File: config.mk
export PLATFORM = sky130hd
export DESIGN_NAME = rpf_front
export DESIGN_NICKNAME = d
export VERILOG_FILES = /design/src/sv/rpf_pkg.sv /design/src/sv/rpf_front.sv
export SDC_FILE = /design/constraint.sdc
export NUM_CORES = 1
export LEC_CHECK = 0
export BUFFER_PORTS_ARGS = -buffer_cell sky130_fd_sc_hd__buf_4
export CAP_MARGIN = 20
export CORE_MARGIN = 2
export CORE_UTILIZATION = 52
export DETAILED_ROUTE_END_ITERATION = 8
export PLACE_DENSITY = 0.83
export SETUP_SLACK_MARGIN = 0.15
export SLEW_MARGIN = 10
export SYNTH_ARGS = -nofsm -noshare
export SYNTH_HDL_FRONTEND = slang
export SYNTH_SLANG_ARGS = --single-unit
File: constraint.sdc
create_clock -name clk -period 3.9 [get_ports clk]
set_input_delay 0.78 -clock clk [delete_from_list [all_inputs] [get_ports clk]]
set_output_delay 0.78 -clock clk [all_outputs]
set_load 0.03 [all_outputs]
File: src/sv/rpf_pkg.sv
`timescale 1ns / 1ps
package rpf_pkg;

  localparam int REF_DEPTH_DEF  = 256;
  localparam int COORD_BITS_DEF = 24;
  localparam int RADIUS_BITS    = 23;
  localparam int KIND_BITS      = 2;
  localparam int CFG_IDX_BITS   = 1;
  localparam int CFG_DATA_BITS  = 23;
  localparam int OUT_BITS       = 8;
  localparam int Q_DEPTH        = 2;

  localparam logic [KIND_BITS-1:0] KIND_CLEAR = 2'd0;
  localparam logic [KIND_BITS-1:0] KIND_LOAD  = 2'd1;
  localparam logic [KIND_BITS-1:0] KIND_QUERY = 2'd2;

  localparam logic [CFG_IDX_BITS-1:0] REG_MATCH_RADIUS = 1'd0;
  localparam logic [CFG_IDX_BITS-1:0] REG_KEEP_MODE    = 1'd1;

  typedef enum logic [1:0] {
    OP_NONE,
    OP_CLEAR,
    OP_LOAD,
    OP_QUERY
  } op_t;

  typedef enum logic {
    BK_IDLE,
    BK_SCAN
  } back_state_t;

  typedef struct packed {
    logic keep;
    logic matched;
    logic status;
  } result_t;

  function automatic op_t classify(logic [KIND_BITS-1:0] kind);
    op_t op;
    unique case (kind)
      KIND_CLEAR: op = OP_CLEAR;
      KIND_LOAD:  op = OP_LOAD;
      KIND_QUERY: op = OP_QUERY;
      default:    op = OP_NONE;
    endcase
    return op;
  endfunction

endpackage

File: src/sv/rpf_front.sv
`timescale 1ns / 1ps
module rpf_front
  import rpf_pkg::*;
#(
  parameter int COORD_BITS = COORD_BITS_DEF
) (
  input  logic                    clk,
  input  logic                    rst,
  input  logic                    in_valid,
  output logic                    in_ready,
  input  logic [KIND_BITS-1:0]    in_kind,
  input  logic [3*COORD_BITS-1:0] in_pos,
  output logic                    q_valid,
  input  logic                    q_ready,
  output op_t                     q_op,
  output logic [3*COORD_BITS-1:0] q_pos
);

  localparam int QAW = (Q_DEPTH > 1) ? $clog2(Q_DEPTH) : 1;
  localparam int QCW = $clog2(Q_DEPTH + 1);

  op_t                     op_q  [Q_DEPTH];
  logic [3*COORD_BITS-1:0] pos_q [Q_DEPTH];
  logic [QAW-1:0]          wr_ptr;
  logic [QAW-1:0]          rd_ptr;
  logic [QCW-1:0]          qcount;
  logic                    push;
  logic                    pop;

  assign in_ready = (qcount != QCW'(Q_DEPTH));
  assign q_valid  = (qcount != '0);
  assign push     = in_valid && in_ready;
  assign pop      = q_valid && q_ready;
  assign q_op     = op_q[rd_ptr];
  assign q_pos    = pos_q[rd_ptr];

  always_ff @(posedge clk) begin
    if (rst) begin
      wr_ptr <= '0;
      rd_ptr <= '0;
      qcount <= '0;
    end else begin
      if (push) begin
        wr_ptr <= (wr_ptr == QAW'(Q_DEPTH - 1)) ? '0 : wr_ptr + 1'b1;
      end
      if (pop) begin
        rd_ptr <= (rd_ptr == QAW'(Q_DEPTH - 1)) ? '0 : rd_ptr + 1'b1;
      end
      if (push && !pop) begin
        qcount <= qcount + 1'b1;
      end else if (pop && !push) begin
        qcount <= qcount - 1'b1;
      end
    end
  end

  always_ff @(posedge clk) begin
    if (push) begin
      op_q[wr_ptr]  <= classify(in_kind);
      pos_q[wr_ptr] <= in_pos;
    end
  end

`ifndef ASSERT_OFF
  a_qcount_bound: assert property (@(posedge clk) disable iff (rst)
    qcount <= QCW'(Q_DEPTH))
    else $error("queue fill beyond depth");
`endif

endmodule

# ---- Word-level counts from Yosys, hierarchy flattened
# Memory sizes are Yosys's and may differ from the RTL's. A register that Yosys moved wholly into a read port is not among the register bits.
# Index checks and enable logic that the tools add are counted.
dict set report totals {
  register_bits 4
  mem_bits_rw 148
  input_bits 78
  mem_count 2
}
dict set report op_classes {
  addsub 4
  n_eq_ne 3
  muxes 12
  reduce_logical 9
}
# name words word_bits rd rd_ports_with_merged_regs wr line
set memory_table {}
lappend memory_table {pos_q 2 72 1 1 1 rpf_front.sv:23} ;# logic [3*COORD_BITS-1:0] pos_q [Q_DEPTH];
lappend memory_table {op_q 2 2 1 1 1 rpf_front.sv:22} ;# op_t op_q [Q_DEPTH];
# op count
set op_table {}
lappend op_table {{1-bit 2-to-1 mux} 8}
lappend op_table {{2-bit 2-to-1 mux} 3}
lappend op_table {{2-bit case mux with 3 select lines} 1}
lappend op_table {{1-bit logical AND} 4}
lappend op_table {{2-bit nonzero test} 2}
lappend op_table {{1-bit adder, second input constant} 2}
lappend op_table {{2-bit by 1-bit adder with 2-bit output, second input constant} 1}
lappend op_table {{2-bit by 1-bit equality test with 1-bit output, second input constant} 1}
lappend op_table {{2-bit equality test, second input constant} 1}
lappend op_table {{1-bit logical NOT} 2}
lappend op_table {{2-bit logical NOT} 1}
lappend op_table {{2-bit != test, second input constant} 1}
lappend op_table {{2-bit by 1-bit subtractor with 2-bit output, second input constant} 1}

# ---- Logic depth before layout (Yosys ltp)
# Gate-level depths: netlist of the first run.
dict set report depth {
  ltp_word 6
  ltp_mapped 6
}

# ---- Worst setup path before layout of the first run
# No wires, ideal clock.
dict set report synth_timing {
  kind {reg2reg}
  startpoint {reg qcount[0]}
  endpoint {mem op_q[1][0] (netlist name), enable pin}
  setup_time_ns 0.441
  arrival_ns 2.592
  t_required_ns 3.459
  slack_ns 0.867
  stages_incl_launch_ff 3
  period_less_slack_ns 3.033
  cell_sequence {dfxtp_1 -> nand2b_1 -> and3_1}
}
dict set report synth_between {
  elab_chain_len 4
}
# element line
set synth_rtl {}
lappend synth_rtl {{from (decl)} rpf_front.sv:26} ;# logic [QCW-1:0] qcount;
lappend synth_rtl {{from (signal assigned)} rpf_front.sv:50} ;# qcount <= qcount + 1'b1;
lappend synth_rtl {{from (signal assigned)} rpf_front.sv:52} ;# qcount <= qcount - 1'b1;
lappend synth_rtl {{2-bit != test} rpf_front.sv:30} ;# assign in_ready = (qcount != QCW'(Q_DEPTH));
lappend synth_rtl {{named net in_ready} rpf_front.sv:10} ;# output logic in_ready,
lappend synth_rtl {{1-bit logical AND} rpf_front.sv:32} ;# assign push = in_valid && in_ready;
lappend synth_rtl {{1-bit 2-to-1 mux} rpf_front.sv:58} ;# if (push) begin
lappend synth_rtl {{1-bit 2-to-1 mux (implied by the code)} rpf_front.sv:59} ;# op_q[wr_ptr] <= classify(in_kind);
lappend synth_rtl {{to (decl)} rpf_front.sv:22}
# The timed path passes the listed nets, and every way through them passes these cells.

==> out/metrics.csv, run 1 <==
stage;metric;value;unit
placed_design;Placed Cells incl. Taps;547;
synth;Synth top area share;78.9;%
worst_setup_path;worst-path fanout max;74;
layout;share of layout cells above drive strength 1;59.5;%
placed_design;DPL Wire Length;6080;um
clock_network;htree depth;4;
layout;Fillers;683;
layout;most frequent cells in the layout;buf_4, edfxtp_1, mux2_2;
clock_network;number of clock sinks;153;
synth;synthesized cell area;5630;um2
clock_network;CTS buffer count;17;
clock_network;Max clock buf depth;2;
clock_network;Clk pin slew, worst setup/hold paths;0.06;ns
timing;worst hold margin;0.451;ns
clock_network;setup repair bufs after CTS;0;
pwr;Peak VDD IR;0.447;mV
worst_setup_path;WS Path Type;register to output pin;
layout;design area;7430;um2
timing;final period utilization;74.7;%
timing;Worst Skew;0.00472;ns
layout;antenna diode count;0;
die;Ports;154;
detailed_routing;Final ANT Viol Nets;0;
global_route;initial antenna violation count;0;
synth;Yosys cell types;19;
synth;share of the yosys chip area belonging to registers;80.7;%
worst_setup_path;Critical Path RT;3.12;ns
min_path;hold depth;1;
worst_setup_path;critical path launch point type;register;
run;Max Cap Viol;0;
timing;relative slew slack;31.3;%
placed_design;GP Congestion;0.746;
clock_network;clock insertion delay at the later pin of the skew report;0.50;ns
detailed_routing;Post-Route WL;9590;um
detailed_routing;Vias;2881;
pwr;total power per unit cell area;694;nW/um2
synth;Mapped Nets;343;
timing;FMAX;343;MHz
clock_network;root buf cell;clkbuf_8;
worst_setup_path;crit path DAT;2.13;ns
timing;Worst-Margin Slew;1.03;ns
clock_network;hold-fix buffers at CTS;0;
synth;largest cells by area after synthesis;edfxtp_1, mux2_2, dfxtp_1, buf_6, ha_1;
global_route;vias in the first global route;2905;
detailed_routing;DRC errors left;0;
layout;final net count;508;
synth;Yosys top cell by area;edfxtp_1;
status;run status;finished, final reports clean;
global_route;gr ovfl total;0;
synth;Mapped Cells;261;
placed_design;input/output buffers;153;
global_route;GR Util All Layers;16.2;%
synth;Yosys reg bits;153;
timing;Final setup viols;0;
timing;Slew Limit Fails;0;
synth;synth warn;0;
die;Initial Utilization;52.7;%
global_route;wire length of the first global-routing pass;13900;um
layout;fin cells;579;
detailed_routing;DRT iter0 DRCs;130;
worst_setup_path;R2R cell count;4;
min_path;Worst Hold Class;input port to register;
timing;Fin Setup TNS;0;ns
global_route;largest net degree at the start of global routing;75;
pwr;P_leak;0.00278;uW
synth;Mapped Avg Cell Area;21.6;um2
die;Die ar.;11700;um2
clock_network;post-CTS resize count;0;
clock_network;CTS tree;done;
timing;final hold vios;0;
worst_setup_path;Critical Path Sink Type;output pin;
timing;min Tclk post-route;2.91;ns
placed_design;DP Area;6910;um2
die;die height;108;um
layout;area grow syn2layout;31.9;%
layout;most common cell after layout, fill and taps aside;buf_4;
detailed_routing;first-pass iteration count of the detailed router;5;
detailed_routing;Avg WL per Cell;16.6;um
detailed_routing;Vias/cell;4.98;
die;Core ar.;10700;um2
timing;RSZ-0062 raised after global routing;false;
die;floorplan row count;38;
die;Die Wd;108;um
## final timing paths
path | startpoint | endpoint | slack [ns]
max reg2reg | qcount[0]$_SDFFE_PP0P_ | pos_q[0][30]$_DFFE_PP_ | 1.83
max | register | q_pos[30] | 0.99
min reg2reg | rd_ptr$_SDFFE_PP0P_ | register | 0.51
min | in_pos[15] | pos_q[1][15]$_DFFE_PP_ | 0.45
## critical path: stages, from the launching register on
cell     delay (ns)
dfxtp_4        0.97
mux2_2         0.43
buf_4          0.17
## layout make-up
cell class / count / area (um2) / area share (%)
flip-flops and latches: 153 / 4550 / 61.2
inverters: 3 / 11.3 / 0.152
repair buffers: 154 / 1170 / 15.7
clock inverters: 13 / 105 / 1.41
multi-input cells: 97 / 1000 / 13.5
clock buffers: 19 / 422 / 5.67
well taps: 140 / 175 / 2.36
## cell usage after synthesis, drive strengths merged
| cell | instances |
|---|---|
| edfxtp | 148 |
| mux2 | 74 |
| buf | 8 |
| dfxtp | 5 |
| nor2 | 5 |
| ha | 4 |
| inv | 3 |
| xor2 | 3 |
| a21oi | 2 |
| o21ai | 2 |
| a21bo | 1 |
| and2 | 1 |
| and3 | 1 |
| nand2b | 1 |
| nand3b | 1 |
| or2 | 1 |
| or3 | 1 |
## cell families after synthesis
kind of cell | synth area share, %
DFF | 80.7
muxes | 14.8
buffers and inverters | 1.62
and+or+nand+nor | 1.02
AOI/OAI and AO/OA | 0.533
adders and majority gates | 0.889
xor gates and xnor gates | 0.467
## sequential cells by signal, indices dropped and copies added, names as in the netlist, named ones only
signal / flops
pos_q: 144
wr_ptr: 1
rd_ptr: 1
qcount: 2
op_q: 4
## metal layers
metal  track usage, %  vias to the layer above  wire, um
met5                0                        -         0
met2             27.0                       95      5050
met1             18.7                     1423      3810
li1                 -                     1356         -
met4             5.49                        0        49
met3             7.29                        7       680
## per-stage QoR
step / setup slack [ns] / util (%) / total power, uW
finish: 0.988 / 69.5 / 5160
global route: 0.849 / 69.5 / 5360
CTS: 0.921 / 69.5 / 5210
detailed placement: 1.48 / 64.5 / 3770
global placement: 1.47 / 64.5 / 3740
floorplan: 0.867 / - / 3240
## report_power, final
group	internal (uW)	leakage [uW]	total, uW	switching [uW]
logic	652	0.00111	1500	851
clock network	838	0.000249	1440	602
registers	2060	0.00142	2210	153
Power figures use the tool's default switching activity.
==> run 2: changes to the inputs <==
Settings changed: CORE_UTILIZATION 52 to 47, PLACE_DENSITY 0.83 to 0.8.
Clock period 3.9 ns to 2.38 ns, I/O delays scaled along.
==> run 2 against run 1 <==
Largest power group unchanged; critical endpoint is now q_pos[40]; sequential share of layout area shrank 0.61 points; global-route usage increased by 0.17 points; die area rose by 10%; power up 66%; hold slack got worse by 0.22 ns.
==> out/metrics.csv, run 2 (same netlist as run 1, synthesis figures left out) <==
stage;metric;value;unit;change
status;run status;finished, final reports clean;;
placed_design;GP Congestion;0.679;;-9.0%
worst_setup_path;crit path DAT;1.67;ns;-0.46 ns
worst_setup_path;worst-path fanout max;35;;-53%
global_route;gr ovfl total;0;;unchanged
clock_network;htree depth;4;;unchanged
die;Die Wd;113;um;+5.0%
detailed_routing;Post-Route WL;10100;um;+5.6%
timing;RSZ-0062 raised after global routing;false;;
global_route;largest net degree at the start of global routing;40;;-47%
timing;Fin Setup TNS;0;ns;unchanged
layout;Multi-input gate area;1010;um2;+0.75%
worst_setup_path;Largest stage delay, worst path;0.39;ns;-0.58 ns
die;Die ar.;12900;um2;+10%
layout;final net count;513;;+0.98%
detailed_routing;Vias/cell;4.97;;about the same
global_route;GR Util All Layers;16.4;%;+0.17 points
placed_design;input/output buffers;153;;unchanged
timing;Worst-Margin Slew;0.527;ns;-0.503 ns
timing;FMAX;466;MHz;
timing;Worst Skew;0.00891;ns;+0.00419 ns
layout;share of layout cells above drive strength 1;60.6;%;+1.1 points
global_route;initial antenna violation count;0;;unchanged
clock_network;CTS tree;done;;
layout;most frequent cells in the layout;buf_4, edfxtp_1, mux2_2;;
die;Ports;154;;unchanged
pwr;Peak VDD IR;0.814;mV;+82%
layout;design area;7510;um2;+1.0%
placed_design;DP Area;6960;um2;+0.76%
pwr;P_leak;0.00280;uW;+0.78%
clock_network;hold-fix buffers at CTS;0;;unchanged
placed_design;DPL Wire Length;6790;um;+12%
clock_network;number of clock sinks;153;;unchanged
timing;Slew Limit Fails;0;;unchanged
timing;final hold vios;0;;unchanged
placed_design;Placed Cells incl. Taps;555;;+1.5%
layout;FF/Latch Area;4550;um2;unchanged
run;Max Cap Viol;0;;unchanged
die;Core ar.;11600;um2;+8.1%
layout;area grow syn2layout;33.3;%;
layout;most common cell after layout, fill and taps aside;buf_4;;
detailed_routing;Vias;2920;;+1.4%
detailed_routing;Final ANT Viol Nets;0;;unchanged
worst_setup_path;WS Path Type;register to output pin;;
worst_setup_path;Critical Path RT;1.90;ns;-1.22 ns
timing;worst hold margin;0.236;ns;-0.215 ns
timing;relative slew slack;64.8;%;+34 points
layout;fin cells;587;;+1.4%
detailed_routing;first-pass iteration count of the detailed router;4;;-1
layout;largest register by flop count;pos_q;;
clock_network;root buf cell;clkbuf_16;;
layout;Fillers;833;;+22%
min_path;Worst Hold Class;input port to register;;
layout;max reg flops;144;;unchanged
layout;antenna diode count;0;;unchanged
global_route;wire length of the first global-routing pass;15500;um;+11%
clock_network;Max clock buf depth;2;;unchanged
worst_setup_path;worst path cell trace;buf_6 > mux2_2 > buf_4;;
detailed_routing;Avg WL per Cell;17.3;um;+4.2%
clock_network;clock insertion delay at the later pin of the skew report;0.42;ns;-0.08 ns
worst_setup_path;critical path launch point type;register;;
timing;min Tclk post-route;2.14;ns;
die;floorplan row count;39;;+2.6%
detailed_routing;DRT iter0 DRCs;168;;+29%
die;Initial Utilization;48.7;%;-3.9 points
worst_setup_path;CP max-delay cell;mux2_2;;
worst_setup_path;Critical Path Sink Type;output pin;;
clock_network;Clk pin slew, worst setup/hold paths;0.06;ns;about the same
die;die height;113;um;+5.0%
timing;Final setup viols;0;;unchanged
detailed_routing;DRC errors left;0;;unchanged
timing;final period utilization;90.1;%;
pwr;total power per unit cell area;1140;nW/um2;+64%
global_route;vias in the first global route;3150;;+8.4%
clock_network;CTS buffer count;17;;unchanged
layout;largest registers;pos_q x144, op_q x4, qcount x2;;
clock_network;setup repair bufs after CTS;0;;unchanged
run 2: changes by cell type in the layout (fill, tap and decap cells not counted), moves of 2 or more:
cell / before / now
buf_4: 153 / 157
clkinvlp_4: 4 / 8
clkbuf_8: 1 / 3
clkinv_1: 2 / 0
clkinv_2: 4 / 2
run 2: worst max-delay path, delay by kind of cell, from the launching register on:
family   cells  cell delay [ns]
flops        1             0.36
buf+inv      2             0.47
mux          1             0.39
run 2: layout make-up:
class | instances | share of cell area (%)
Tap cell | 143 | 2.38
Inverter | 3 | 0.200
Clock inverter | 10 | 0.950
Clock buffer | 22 | 6.32
Multi-Input combinational cell | 97 | 13.5
Timing Repair Buffer | 159 | 16.1
Sequential cell | 153 | 60.6
run 2: report_power, final:
part / leakage (uW) / switching [uW] / internal (uW)
sequential: 0.00142 / 94.4 / 3370
combinational: 0.00113 / 1590 / 1110
clock: 0.000246 / 987 / 1410
run 2: worst paths after layout:
path / end / slack [ns] / depth (start not counted) / from
max reg2reg: pos_q[0][12]$_DFFE_PP_ / 0.68 / 4 / qcount[0]$_SDFFE_PP0P_
min: pos_q[0][67]$_DFFE_PP_ / 0.24 / 1 / in_pos[67]
min reg2reg: register / 0.53 / 2 / rd_ptr$_SDFFE_PP0P_
max: q_pos[40] / 0.24 / 3 / register
run 2: metal layers:
layer  share of wire (%)  wire length, um  GRT usage (%)  up-vias
met3                 8.0              807           6.85       24
li1                    -                -              -     1363
met5                   0                0              0        -
met4                 2.8              279           8.62        0
met1                  37             3710           17.2     1421
met2                  53             5340           28.1      112
run 2: through the flow:
step / setup WS (ns) / power [uW] / utilization [%]
6_report: 0.236 / 8550 / 64.9
5_1_grt: 0.175 / 8890 / 64.9
3_5_place_dp: 0.554 / 6240 / 60.2
3_3_place_gp: 0.558 / 6180 / 60.2
2_1_floorplan: 0.208 / 5320 / -
4_1_cts: 0.201 / 8670 / 64.9
run 2: timing repair:
action                                  in CTS  in global routing
gates resized for setup                      1                  0
hold endpoints to repair                     0                  0
endpoints found under the setup margin      35                  0
==> run 3: changes to the inputs <==
Settings changed: CORE_UTILIZATION 47 to 45, PLACE_DENSITY 0.8 to 0.75.
==> run 3 against run 2 <==
Clock power grew 12%; sequential share of layout area down 0.78 points; clock skew down 0.0044 ns; register-to-register slack about the same; core utilization decreased by 2.1 points; critical endpoint is now q_pos[43]; largest power group unchanged; highest routed layer unchanged.
==> out/metrics.csv, run 3 (same netlist as run 1, synthesis figures left out) <==
stage;metric;value;unit;change
pwr;Seq pwr share;39.3;%;-1.2 points
clock_network;root buf cell;clkbuf_16;;
min_path;hold endpoint;pos_q[1][17]$_DFFE_PP_;;
layout;area grow syn2layout;35.0;%;
layout;max reg flops;144;;unchanged
global_route;vias in the first global route;2994;;-5.0%
timing;Fin Setup TNS;0;ns;unchanged
clock_network;number of clock sinks;153;;unchanged
clock_network;post-CTS resize count;1;;unchanged
timing;Worst Skew;0.00453;ns;-0.00437 ns
die;floorplan row count;40;;+2.6%
detailed_routing;first-pass iteration count of the detailed router;4;;unchanged
worst_setup_path;R2R cell count;3;;-1
timing;final hold vios;0;;unchanged
pwr;total power per unit cell area;1160;nW/um2;+1.8%
placed_design;DPL Wire Length;6530;um;-3.9%
placed_design;input/output buffers;153;;unchanged
worst_setup_path;crit path DAT;1.65;ns;-0.02 ns
worst_setup_path;critical path launch point type;register;;
global_route;GR Util All Layers;14.8;%;-1.5 points
die;Ports;154;;unchanged
timing;worst hold margin;0.251;ns;+0.0145 ns
pwr;Comb power frac;30.4;%;-1.1 points
layout;final net count;514;;+0.19%
die;Core ar.;12100;um2;+4.7%
timing;FMAX;470;MHz;+0.75%
min_path;Worst Hold Class;input port to register;;
pwr;Peak VDD IR;0.806;mV;-1.0%
status;run status;finished, final reports clean;;
run;Max Cap Viol;0;;unchanged
worst_setup_path;worst r2r src;qcount[0]$_SDFFE_PP0P_;;
detailed_routing;Final ANT Viol Nets;0;;unchanged
clock_network;CTS tree;done;;
min_path;hold path start;in_pos[17];;
global_route;gr ovfl total;0;;unchanged
timing;final period utilization;89.4;%;-0.67 points
timing;Final setup viols;0;;unchanged
global_route;initial antenna violation count;0;;unchanged
clock_network;Clk pin slew, worst setup/hold paths;0.06;ns;about the same
worst_setup_path;r2r endpoint;pos_q[1][18]$_DFFE_PP_;;
timing;relative slew slack;64.3;%;-0.54 points
clock_network;setup repair bufs after CTS;0;;unchanged
detailed_routing;Vias;2884;;-1.2%
min_path;hold depth;1;;unchanged
global_route;wire length of the first global-routing pass;14600;um;-5.6%
die;Die Wd;116;um;+2.1%
worst_setup_path;WS Path Type;register to output pin;;
layout;largest registers;pos_q x144, op_q x4, qcount x2;;
die;Initial Utilization;46.5;%;-2.2 points
clock_network;hold-fix buffers at CTS;0;;unchanged
global_route;largest net degree at the start of global routing;41;;+2.5%
clock_network;htree depth;4;;unchanged
die;Die ar.;13400;um2;+4.3%
worst_setup_path;Critical Path Sink Type;output pin;;
layout;share of layout cells above drive strength 1;59.1;%;-1.5 points
placed_design;GP Congestion;0.732;;+7.8%
pwr;P_leak;0.00285;uW;+1.6%
detailed_routing;Vias/cell;4.70;;-5.4%
layout;most frequent cells in the layout;buf_4, edfxtp_1, mux2_2;;
clock_network;Max clock buf depth;2;;unchanged
timing;min Tclk post-route;2.13;ns;-0.0160 ns
layout;most common cell after layout, fill and taps aside;buf_4;;
detailed_routing;DRT iter0 DRCs;165;;-1.8%
layout;largest register by flop count;pos_q;;
timing;Slew Limit Fails;0;;unchanged
layout;Fillers;889;;+6.7%
detailed_routing;Post-Route WL;9910;um;-2.2%
worst_setup_path;Reg2Reg Setup Slack;0.68;ns;about the same
detailed_routing;DRC errors left;0;;unchanged
timing;Worst-Margin Slew;0.536;ns;+0.00814 ns
clock_network;clock insertion delay at the later pin of the skew report;0.41;ns;about the same
clock_network;CTS buffer count;17;;unchanged
die;die height;116;um;+2.1%
pwr;internal power;6210;uW;+5.5%
timing;RSZ-0062 raised after global routing;false;;
worst_setup_path;Critical Path RT;1.90;ns;about the same
pwr;Clock power frac;30.3;%;+2.3 points
pwr;P_sw;2610;uW;-2.1%
worst_setup_path;worst-path fanout max;34;;-2.9%
detailed_routing;Avg WL per Cell;16.2;um;-6.4%
layout;antenna diode count;0;;unchanged
pwr;Net Sw Frac;29.6;%;-1.6 points
[run 3: changes by cell type in the layout (fill, tap and decap cells not counted), sizes merged]
| cell | previous run | this run |
|---|---|---|
| clkbuf | 22 | 20 |
| bufinv | 0 | 4 |
| buf | 159 | 160 |
| clkinv | 3 | 7 |
| clkinvlp | 8 | 2 |
[run 3: through the flow]
step	cell area [um2]	utilization [%]	setup slack (ns)	std cells	total power, uW
floorplan	5650	-	0.208	261	5320
global placement	7010	57.9	0.573	581	6200
detailed placement	7010	57.9	0.564	581	6230
CTS	7600	62.8	0.229	613	8930
global route	7600	62.8	0.185	613	9180
finish	7600	62.8	0.252	613	8830
[run 3: layout make-up]
type / count / area [um2] / share of cell area, %
flip-flops and latches: 153 / 4550 / 59.8
repair buffers: 160 / 1230 / 16.2
multi-input cells: 97 / 1010 / 13.3
clock buffers: 20 / 437 / 5.74
well taps: 168 / 210 / 2.76
clock inverters: 12 / 155 / 2.04
inverters: 3 / 15.0 / 0.197
[run 3: worst max-delay path, cell delays in order (launching register included)]
cell,delay (ns)
dfxtp_4,0.36
buf_6,0.29
mux2_2,0.39
buf_4,0.17
[run 3: layer usage]
| metal | track usage (%) | wire length [um] | part of all wire, % | up-vias |
|---|---|---|---|---|
| met5 | 0 | 0 | 0 | - |
| met4 | 7.46 | 168 | 1.7 | 0 |
| met3 | 5.23 | 680 | 6.9 | 16 |
| met2 | 25.1 | 5130 | 52 | 98 |
| met1 | 16.8 | 3930 | 40 | 1406 |
| li1 | - | - | - | 1364 |
[run 3: power by group through the flow]
| stage | Clock, uW | Sequential [uW] | Combinational [uW] |
|---|---|---|---|
| after floorplan | 0 | 3490 | 1820 |
| after global placement | 0 | 3500 | 2700 |
| after detailed placement | 0 | 3520 | 2710 |
| after CTS | 2740 | 3470 | 2720 |
| after global routing | 2840 | 3500 | 2850 |
| final | 2680 | 3470 | 2690 |
[run 3: how the worst max path moves through the flow]
stage / from / depth (start not counted) / slack, ns / endpoint
2_1_floorplan: qcount[0]$_SDFFE_PP0P_ / 3 / 0.21 / op_q[0][0]$_DFFE_PP_
3_3_place_gp: register / 3 / 0.57 / q_pos[21]
3_5_place_dp: register / 3 / 0.56 / q_pos[40]
4_1_cts: register / 3 / 0.23 / q_pos[40]
5_1_grt: register / 3 / 0.18 / q_pos[23]
6_report: register / 3 / 0.25 / q_pos[43]
